<file path="config.mk">
export PLATFORM = sky130hd
export DESIGN_NAME = velocity_smoother_drive_mixer_unit
export DESIGN_NICKNAME = d
export VERILOG_FILES = /design/src/sv/vsdm_pkg.sv /design/src/sv/velocity_smoother_drive_mixer_unit.sv /design/src/sv/vsdm_slew.sv /design/src/sv/vsdm_mix.sv
export SDC_FILE = /design/constraint.sdc
export NUM_CORES = 2
export LEC_CHECK = 0
export ABC_AREA = 1
export BUFFER_PORTS_ARGS = -buffer_cell sky130_fd_sc_hd__buf_2
export CAP_MARGIN = 20
export CORE_AREA = 2 2 282 256
export CTS_CLUSTER_SIZE = 16
export DETAILED_ROUTE_END_ITERATION = 10
export DIE_AREA = 0 0 284 258
export PLACE_DENSITY = 0.64
export SYNTH_ARGS = -nofsm -noshare
export SYNTH_HDL_FRONTEND = slang
export SYNTH_SLANG_ARGS = --single-unit
export TNS_END_PERCENT = 100
</file>
<file path="constraint.sdc">
create_clock -name clk -period 15.6 [get_ports clk]
set_input_delay 3.12 -clock clk [delete_from_list [all_inputs] [get_ports clk]]
set_output_delay 3.12 -clock clk [all_outputs]
set_load 0.01 [all_outputs]
</file>
<file path="src/sv/vsdm_pkg.sv">
`timescale 1ns / 1ps
package vsdm_pkg;

  // Field widths
  localparam int VEL_W  = 16;  // Q4.12 velocity
  localparam int STEP_W = 15;  // unsigned slew step
  localparam int WHL_W  = 20;  // Q8.12 wheel speed
  localparam int CNT_W  = 8;   // tick counter
  localparam int GAIN_W = 18;  // unsigned Q12 gain
  localparam int FRAC_W = 12;  // fractional bits dropped by the mixer

  typedef logic signed [VEL_W-1:0] vel_t;
  typedef logic        [STEP_W-1:0] step_t;
  typedef logic signed [WHL_W-1:0] whl_t;

  typedef enum logic {
    OP_CMD  = 1'b0,
    OP_TICK = 1'b1
  } op_t;

  typedef enum logic [2:0] {
    REG_LIN_MAX   = 3'd0,
    REG_LIN_MIN   = 3'd1,
    REG_ANG_MAX   = 3'd2,
    REG_ANG_MIN   = 3'd3,
    REG_LIN_ACCEL = 3'd4,
    REG_LIN_DECEL = 3'd5,
    REG_ANG_ACCEL = 3'd6,
    REG_ANG_DECEL = 3'd7
  } reg_idx_t;

  // Limits of one axis
  typedef struct packed {
    vel_t  vmax;
    vel_t  vmin;
    step_t accel;
    step_t decel;
  } axis_cfg_t;

  localparam vel_t  VEL_RST_MAX = 16'sd2048;
  localparam vel_t  VEL_RST_MIN = -16'sd2048;
  localparam step_t STEP_RST    = 15'd137;

endpackage

</file>
<file path="src/sv/velocity_smoother_drive_mixer_unit.sv">
`timescale 1ns / 1ps
// Channel  Direction  Transfer when       Carries
// in_      input      in_valid & ready    opcode, lin_cmd, ang_cmd
// out_     output     out_valid & ready   left/right wheel speed, timed_out
// cfg_     input      cfg_we              register index, write data
//
// Each transfer is held in the input register, then processed from it: a
// command updates the smoothed and held values and clears the tick count, a
// tick updates the count and loads the result register. One item per cycle
// while no tick waits; commands never wait on the result side. A tick waits in
// the input register while a result is still untaken. Reset (rst_n,
// synchronous) clears state and valids and loads the register defaults.
module velocity_smoother_drive_mixer_unit
  import vsdm_pkg::*;
#(
  parameter int TIMEOUT_TICKS = 3,
  parameter int LIN_GAIN_Q12  = 24824,
  parameter int ANG_GAIN_Q12  = 7447
) (
  input  logic        clk,
  input  logic        rst_n,

  input  logic        in_valid,
  output logic        in_ready,
  input  logic        in_opcode,
  input  vel_t        in_lin_cmd,
  input  vel_t        in_ang_cmd,

  output logic        out_valid,
  input  logic        out_ready,
  output whl_t        out_left_wheel_speed,
  output whl_t        out_right_wheel_speed,
  output logic        out_timed_out,

  input  logic        cfg_we,
  input  logic [2:0]  cfg_addr,
  input  logic [15:0] cfg_wdata
);

  localparam logic [CNT_W-1:0] TO_LIM  = CNT_W'(TIMEOUT_TICKS);
  localparam logic [CNT_W-1:0] CNT_TOP = '1;

  // Configuration registers
  axis_cfg_t lin_cfg_r, ang_cfg_r;

  // Input register
  logic ivld_r;
  op_t  iop_r;
  vel_t ilin_r, iang_r;

  // Smoother state
  vel_t             last_lin_r, last_ang_r, held_lin_r, held_ang_r;
  logic [CNT_W-1:0] cnt_r;

  // Result register
  logic out_vld_r;
  whl_t left_r, right_r;
  logic to_r;

  logic             in_acc, adv, is_tick;
  vel_t             neg_ang, slew_lin, slew_ang;
  logic signed [VEL_W:0] neg_x;
  logic [CNT_W-1:0] cnt_nxt;
  logic             to_nxt;
  vel_t             mix_lin, mix_ang;
  whl_t             left_nxt, right_nxt;

  assign is_tick  = (iop_r == OP_TICK);
  // commands bypass the result register, ticks need it free
  assign adv      = ivld_r && (!is_tick || !out_vld_r || out_ready);
  assign in_ready = !ivld_r || adv;
  assign in_acc   = in_valid && in_ready;

  // negate angular part, saturating the most negative value
  always_comb begin
    neg_x = -{iang_r[VEL_W-1], iang_r};
    if (neg_x > $signed({1'b0, {(VEL_W-1){1'b1}}})) begin
      neg_ang = {1'b0, {(VEL_W-1){1'b1}}};
    end else begin
      neg_ang = neg_x[VEL_W-1:0];
    end
  end

  vsdm_slew u_slew_lin (
    .cfg (lin_cfg_r),
    .cur (last_lin_r),
    .cmd (ilin_r),
    .nxt (slew_lin)
  );

  vsdm_slew u_slew_ang (
    .cfg (ang_cfg_r),
    .cur (last_ang_r),
    .cmd (neg_ang),
    .nxt (slew_ang)
  );

  // advance tick count, saturating; past the limit the held command drops
  always_comb begin
    cnt_nxt = (cnt_r == CNT_TOP) ? cnt_r : cnt_r + 1'b1;
    to_nxt  = (cnt_nxt > TO_LIM);
    mix_lin = to_nxt ? '0 : held_lin_r;
    mix_ang = to_nxt ? '0 : held_ang_r;
  end

  vsdm_mix #(
    .LIN_GAIN_Q12 (LIN_GAIN_Q12),
    .ANG_GAIN_Q12 (ANG_GAIN_Q12)
  ) u_mix (
    .lin   (mix_lin),
    .ang   (mix_ang),
    .left  (left_nxt),
    .right (right_nxt)
  );

  // Configuration writes
  always_ff @(posedge clk) begin
    if (!rst_n) begin
      lin_cfg_r <= '{vmax: VEL_RST_MAX, vmin: VEL_RST_MIN,
                     accel: STEP_RST, decel: STEP_RST};
      ang_cfg_r <= '{vmax: VEL_RST_MAX, vmin: VEL_RST_MIN,
                     accel: STEP_RST, decel: STEP_RST};
    end else if (cfg_we) begin
      case (reg_idx_t'(cfg_addr))
        REG_LIN_MAX:   lin_cfg_r.vmax  <= cfg_wdata;
        REG_LIN_MIN:   lin_cfg_r.vmin  <= cfg_wdata;
        REG_ANG_MAX:   ang_cfg_r.vmax  <= cfg_wdata;
        REG_ANG_MIN:   ang_cfg_r.vmin  <= cfg_wdata;
        REG_LIN_ACCEL: lin_cfg_r.accel <= cfg_wdata[STEP_W-1:0];
        REG_LIN_DECEL: lin_cfg_r.decel <= cfg_wdata[STEP_W-1:0];
        REG_ANG_ACCEL: ang_cfg_r.accel <= cfg_wdata[STEP_W-1:0];
        REG_ANG_DECEL: ang_cfg_r.decel <= cfg_wdata[STEP_W-1:0];
        default: ;
      endcase
    end
  end

  // Input register: load on transfer, drop once processed
  always_ff @(posedge clk) begin
    if (!rst_n) begin
      ivld_r <= 1'b0;
    end else if (in_acc) begin
      ivld_r <= 1'b1;
    end else if (adv) begin
      ivld_r <= 1'b0;
    end
  end

  always_ff @(posedge clk) begin
    if (in_acc) begin
      iop_r  <= op_t'(in_opcode);
      ilin_r <= in_lin_cmd;
      iang_r <= in_ang_cmd;
    end
  end

  // Smoother state
  always_ff @(posedge clk) begin
    if (!rst_n) begin
      last_lin_r <= '0;
      last_ang_r <= '0;
      held_lin_r <= '0;
      held_ang_r <= '0;
      cnt_r      <= '0;
    end else if (adv) begin
      if (is_tick) begin
        cnt_r      <= cnt_nxt;
        held_lin_r <= mix_lin;
        held_ang_r <= mix_ang;
      end else begin
        last_lin_r <= slew_lin;
        last_ang_r <= slew_ang;
        held_lin_r <= slew_lin;
        held_ang_r <= slew_ang;
        cnt_r      <= '0;
      end
    end
  end

  // Result register
  always_ff @(posedge clk) begin
    if (!rst_n) begin
      out_vld_r <= 1'b0;
    end else if (adv && is_tick) begin
      out_vld_r <= 1'b1;
    end else if (out_ready) begin
      out_vld_r <= 1'b0;
    end
  end

  always_ff @(posedge clk) begin
    if (adv && is_tick) begin
      left_r  <= left_nxt;
      right_r <= right_nxt;
      to_r    <= to_nxt;
    end
  end

  assign out_valid             = out_vld_r;
  assign out_left_wheel_speed  = left_r;
  assign out_right_wheel_speed = right_r;
  assign out_timed_out         = to_r;

endmodule

</file>
<file path="src/sv/vsdm_slew.sv">
`timescale 1ns / 1ps
module vsdm_slew
  import vsdm_pkg::*;
(
  input  axis_cfg_t cfg,
  input  vel_t      cur,
  input  vel_t      cmd,
  output vel_t      nxt
);

  vel_t                    clamped;
  logic signed [VEL_W:0]   cur_x;
  logic signed [VEL_W:0]   cmd_x;
  logic signed [VEL_W:0]   mag_cur;
  logic signed [VEL_W:0]   mag_cmd;
  logic signed [VEL_W:0]   dv;
  logic signed [VEL_W:0]   step_x;
  logic signed [VEL_W:0]   dv_lim;
  logic signed [VEL_W:0]   sum;
  logic                    opposite;

  always_comb begin
    // raise to min, then lower to max: max wins if they cross
    clamped = cmd;
    if (clamped < cfg.vmin) clamped = cfg.vmin;
    if (clamped > cfg.vmax) clamped = cfg.vmax;

    cur_x   = {cur[VEL_W-1], cur};
    cmd_x   = {clamped[VEL_W-1], clamped};
    mag_cur = cur_x[VEL_W] ? -cur_x : cur_x;
    mag_cmd = cmd_x[VEL_W] ? -cmd_x : cmd_x;
    opposite = (cur_x < 0 && cmd_x > 0) || (cur_x > 0 && cmd_x < 0);

    if (mag_cmd >= mag_cur && !opposite) begin
      step_x = $signed({2'b00, cfg.accel});
    end else begin
      step_x = $signed({2'b00, cfg.decel});
    end

    dv     = cmd_x - cur_x;
    dv_lim = dv;
    if (dv_lim < -step_x) dv_lim = -step_x;
    if (dv_lim > step_x)  dv_lim = step_x;

    // lands between cur and cmd, so it fits the velocity width
    sum = cur_x + dv_lim;
    nxt = sum[VEL_W-1:0];
  end

endmodule

</file>
<file path="src/sv/vsdm_mix.sv">
`timescale 1ns / 1ps
module vsdm_mix
  import vsdm_pkg::*;
#(
  parameter int LIN_GAIN_Q12 = 24824,
  parameter int ANG_GAIN_Q12 = 7447
) (
  input  vel_t lin,
  input  vel_t ang,
  output whl_t left,
  output whl_t right
);

  localparam int PROD_W = VEL_W + GAIN_W + 1;
  localparam int SUM_W  = PROD_W + 2;
  localparam int Q_W    = SUM_W - FRAC_W;

  localparam logic signed [GAIN_W:0] LIN_G = (GAIN_W+1)'(LIN_GAIN_Q12);
  localparam logic signed [GAIN_W:0] ANG_G = (GAIN_W+1)'(ANG_GAIN_Q12);
  localparam logic signed [SUM_W-1:0] HALF = SUM_W'(1 << (FRAC_W-1));
  localparam logic signed [Q_W-1:0] QMAX = Q_W'((1 << (WHL_W-1)) - 1);
  localparam logic signed [Q_W-1:0] QMIN = -Q_W'(1 << (WHL_W-1));

  logic signed [PROD_W-1:0] prod_l;
  logic signed [PROD_W-1:0] prod_a;
  logic signed [SUM_W-1:0]  sum_l;
  logic signed [SUM_W-1:0]  sum_r;
  logic signed [SUM_W-1:0]  rnd_l;
  logic signed [SUM_W-1:0]  rnd_r;
  logic signed [Q_W-1:0]    q_l;
  logic signed [Q_W-1:0]    q_r;

  function automatic whl_t sat(input logic signed [Q_W-1:0] q);
    whl_t res;
    if (q > QMAX) begin
      res = QMAX[WHL_W-1:0];
    end else if (q < QMIN) begin
      res = QMIN[WHL_W-1:0];
    end else begin
      res = q[WHL_W-1:0];
    end
    return res;
  endfunction

  always_comb begin
    prod_l = PROD_W'(lin) * PROD_W'(LIN_G);
    prod_a = PROD_W'(ang) * PROD_W'(ANG_G);
    sum_l  = SUM_W'(prod_l) + SUM_W'(prod_a);
    sum_r  = SUM_W'(prod_l) - SUM_W'(prod_a);
    // half rounds towards plus infinity, then floor
    rnd_l  = sum_l + HALF;
    rnd_r  = sum_r + HALF;
    q_l    = rnd_l[SUM_W-1:FRAC_W];
    q_r    = rnd_r[SUM_W-1:FRAC_W];
    left   = sat(q_l);
    right  = sat(q_r);
  end

endmodule
</file>
==> PnR_summary.wiki <==
{| class="wikitable"
! Metric !! Value
|-
| Number of clock sinks || 272
|-
| Total length of routed wires || 76,800 um
|-
| Largest net degree at the start of global routing || around 130
|-
| Die Span X || 284 um
|-
| Depth of the CTS H-tree || 2
|-
| Overall global routing resource usage || 0.203
|-
| Core Area || 0.0707 mm2
|-
| Post-detailed-placement half-perimeter wirelength || 62,200 um
|-
| Wire length on met3 || 2870 um
|-
| Fill cell instance count of the final layout || approximately 7,000
|-
| Max Fanout on Critical Path || 8
|-
| Top sig layer || met4
|-
| Area of combinational cells with multiple inputs || 0.0221 mm2
|-
| Result of the run || finished clean
|-
| Net total in the final layout || 5,057
|-
| Largest delay share family, worst path || simple AND/OR/NAND/NOR gates
|-
| Max_slew headroom || 0.329
|-
| Number of unique standard cell types used by synthesis || 67
|-
| # IOs || 100
|-
| Post-synth EDFFs || 74
|-
| Biggest area consumer among synthesized cells || sky130_fd_sc_hd__ha_1
|-
| Starting Density || 0.443
|-
| Antenna violations before repair || 0
|-
| Start point of the critical path || iang_r[3]
|-
| Buffer and inverter count on the worst path || 12
|-
| Fraction of the cycle the final worst path needs || 0.959
|-
| Hold Path Origin || lin_cfg_r[29]
|-
| Routed WL per cell || 14.4 um
|-
| CP max stage cell || sky130_fd_sc_hd__or4_4
|-
| Critical path data required time || 16,030 ps
|-
| Die height || 258 um
|-
| Final Hold Violating Endpoints || 0
|-
| PortBufs || between 90 and 100
|-
| Mean Syn Cell Area || 7.45 um2
|-
| Yosys warnings || 0
|-
| Met1 routed wirelength after detailed routing || between 30,000 and 40,000 um
|-
| TritonCTS Buffers || 35
|-
| CTS tree || done
|-
| Area of the die || 0.0733 mm2
|-
| DRC errors left || 0
|-
| Worst-Margin Slew || about 1000 ps
|-
| Layout cells sized above 1 || 0.105
|-
| Most frequent CP cell || sky130_fd_sc_hd__nand2_1
|-
| Post-synthesis sequential area ratio || 0.197
|-
| Util after Layout || 0.499
|-
| Total iterations of the first detailed-routing run || 6
|-
| Worst Setup Start Kind || register
|-
| Critical Path Sink Type || register
|-
| Cell row count || 93
|-
| Number of instances in the synthesized netlist || 4,209
|-
| RR Startpoint || iang_r[3]
|-
| Delay of the slowest cell on the worst path || 600 ps
|-
| Worst hold slack || 446 ps
|-
| Total vias in the final route || 26,600
|-
| Final setup vio count || 0
|-
| Proportion of register bits with asynchronous set or reset after synthesis || 0
|-
| P&R area growth vs syn || 12.6%
|-
| Antenna fix cells || 0
|-
| Final Max Slew Viols || 0
|-
| Root cell of the clock tree || sky130_fd_sc_hd__clkbuf_16
|-
| Final weighted congestion in routability-driven placement || 0.942
|-
| CP Class || register to register
|-
| Maximum root-to-sink buffer count || 3
|-
| Number of buffers added to fix hold violations after cts || 0
|-
| Peak Freq || approximately 67 MHz
|-
| FF/Latch Area || approximately 0.0062 mm2
|-
| Wire length of the first global-routing pass || approximately 120,000 um
|-
| Via count of the first global-routing pass || 24,700
|-
| Final period demand of the worst path || 14,960 ps
|-
| Mapped cell area || between 0.03 and 0.04 mm2
|-
| Clock insertion delay at the later pin of the skew report || 560 ps
|-
| Cells taking the most area after synthesis || sky130_fd_sc_hd__ha_1 (19%), sky130_fd_sc_hd__dfxtp_1 (13%), sky130_fd_sc_hd__fa_1 (11%), sky130_fd_sc_hd__inv_1 (11%), sky130_fd_sc_hd__nand2_1 (7.5%)
|-
| Register bit count reported by yosys || 272
|-
| DRC marker count from the first detailed-route iteration || about 1,500
|-
| Top cell type's share of synthesized area || 0.189
|-
| Post-route clock skew || 31.3 ps
|-
| CP arrival || around 15,000 ps
|-
| Clock-pin transition on the worst setup and hold timing paths || 60 ps
|-
| Maximum Capacitance Violations || 0
|-
| Antenna Nets Post-Route || 0
|-
| Detailed-routed wire length on met2 || 35,500 um
|-
| Average vias per placed instance || 4.99
|-
| Synth Flop Type || sky130_fd_sc_hd__dfxtp_1
|-
| HP Class || register to register
|-
| Final global-route overflow total || 0
|}
-- cell usage after synthesis (7+ instances only) --
master	number
sky130_fd_sc_hd__inv_1	881
sky130_fd_sc_hd__nand2_1	625
sky130_fd_sc_hd__ha_1	474
sky130_fd_sc_hd__a21oi_1	329
sky130_fd_sc_hd__o21ai_0	297
sky130_fd_sc_hd__nor2_1	258
sky130_fd_sc_hd__xor2_1	207
sky130_fd_sc_hd__dfxtp_1	198
sky130_fd_sc_hd__fa_1	169
sky130_fd_sc_hd__nand3_1	165
sky130_fd_sc_hd__edfxtp_1	74
sky130_fd_sc_hd__clkbuf_1	66
sky130_fd_sc_hd__o21ai_1	56
sky130_fd_sc_hd__o21bai_1	42
sky130_fd_sc_hd__nor3_1	39
sky130_fd_sc_hd__nand4_1	33
sky130_fd_sc_hd__xnor2_1	26
sky130_fd_sc_hd__o211ai_1	21
sky130_fd_sc_hd__nand2_2	20
sky130_fd_sc_hd__o31ai_1	16
sky130_fd_sc_hd__inv_2	15
sky130_fd_sc_hd__nor2_2	15
sky130_fd_sc_hd__buf_2	14
sky130_fd_sc_hd__o22ai_1	14
sky130_fd_sc_hd__a31oi_1	13
sky130_fd_sc_hd__nand3_2	10
sky130_fd_sc_hd__a21o_1	9
sky130_fd_sc_hd__nand3b_1	9
sky130_fd_sc_hd__nor4_1	9
sky130_fd_sc_hd__o21ai_2	9
sky130_fd_sc_hd__buf_6	8
sky130_fd_sc_hd__nand2_4	7
-- metal layers --
metal,up-vias,GRT usage
met5,-,0
met4,0,0.0475
met3,102,0.0214
met2,470,0.345
met1,12200,0.278
li1,13900,-
-- through the flow --
stage          instance area [um2]  setup TNS, ps  cells  worst slack (ps)
5_1_grt                      35300          -2160   5332              -425
3_5_place_dp                 33100              0   5229              30.5
4_1_cts                      34200              0   5291              38.2
6_report                     35300              0   5332               645
2_1_floorplan                31400              0   4212               954
3_3_place_gp                 33100              0   5229               291
-- layout by cell type (no fill, tap or decap), drive strengths merged, types with 3 or more instances in the layout --
master	instances
inv	897
xnor2	28
nor4	13
o21ai	364
nor3	40
a21oi	330
a21o	9
nand3	175
o31ai	16
bufinv	3
a31oi	13
o41ai	3
ha	474
clkinv	11
clkinvlp	3
clkbuf	48
fa	169
nor2	276
nand2	654
o21a	6
buf	200
conb	5
o221ai	3
a21boi	3
or2	7
dfxtp	198
nand4	34
o22ai	14
edfxtp	74
and2	6
o21bai	42
a2111oi	5
o211ai	22
and3	3
xor2	207
a211oi	5
nand3b	9
-- worst reg2reg max path: cells and delay by family (launching register included) --
kind	cells	cell delay, ps
AND/OR/NAND/NOR	60	6870
XOR/XNOR	3	430
buffers and inverters	12	1290
AO/OA/AOI/OAI	29	3920
adder cells (fa/ha/maj)	7	1850
flip-flops	1	470
-- registers in the layout, indices dropped and copies added, names as in the netlist, 20 cells and up --
name / cells
ang_cfg_r: 62
lin_cfg_r: 62
out_left_wheel_speed: 20
out_right_wheel_speed: 20
-- kinds of logic (layout without fill, tap and decap cells) --
| kind of cell | Yosys count | count (layout) | synth area share |
|---|---|---|---|
| flip-flops | 272 | 272 | 0.197 |
| buffers and inverters | 995 | 1162 | 0.122 |
| XOR/XNOR | 234 | 235 | 0.0656 |
| AND/OR/NAND/NOR | 1218 | 1220 | 0.169 |
| multiplexers | 1 | 1 | 0.000319 |
| other | 2 | 5 | 0.000239 |
| adder cells (fa/ha/maj) | 643 | 643 | 0.297 |
| AO/OA/AOI/OAI | 844 | 844 | 0.149 |
-- path summary, 6_finish.rpt --
check,end,slack (ps),cells after the start
worst max-delay path,last_ang_r[15],640,111
worst min-delay path,lin_cfg_r[29],450,2
worst min register to register,lin_cfg_r[29],450,2
worst max register to register,last_ang_r[15],640,111
-- layout make-up --
cell class	instances	area share
Timing Repair Buffer	201	0.0391
Clock inverter	15	0.00542
Clock buffer	47	0.0266
Inverter	899	0.0958
Tap cell	950	0.0336
Multi-Input combinational cell	2948	0.624
Sequential cell	272	0.175
-- repair_timing --
item                                    CTS  global route
endpoints found under the setup margin    2            47
endpoints found under the hold margin     0             0
buffers inserted                          0            34
cloned                                    0             4
pin swaps                                 0            45
resized for setup                         1           182
Power is not shown: default switching activity piles up to over one toggle a cycle in this logic, so the estimate is an artifact.
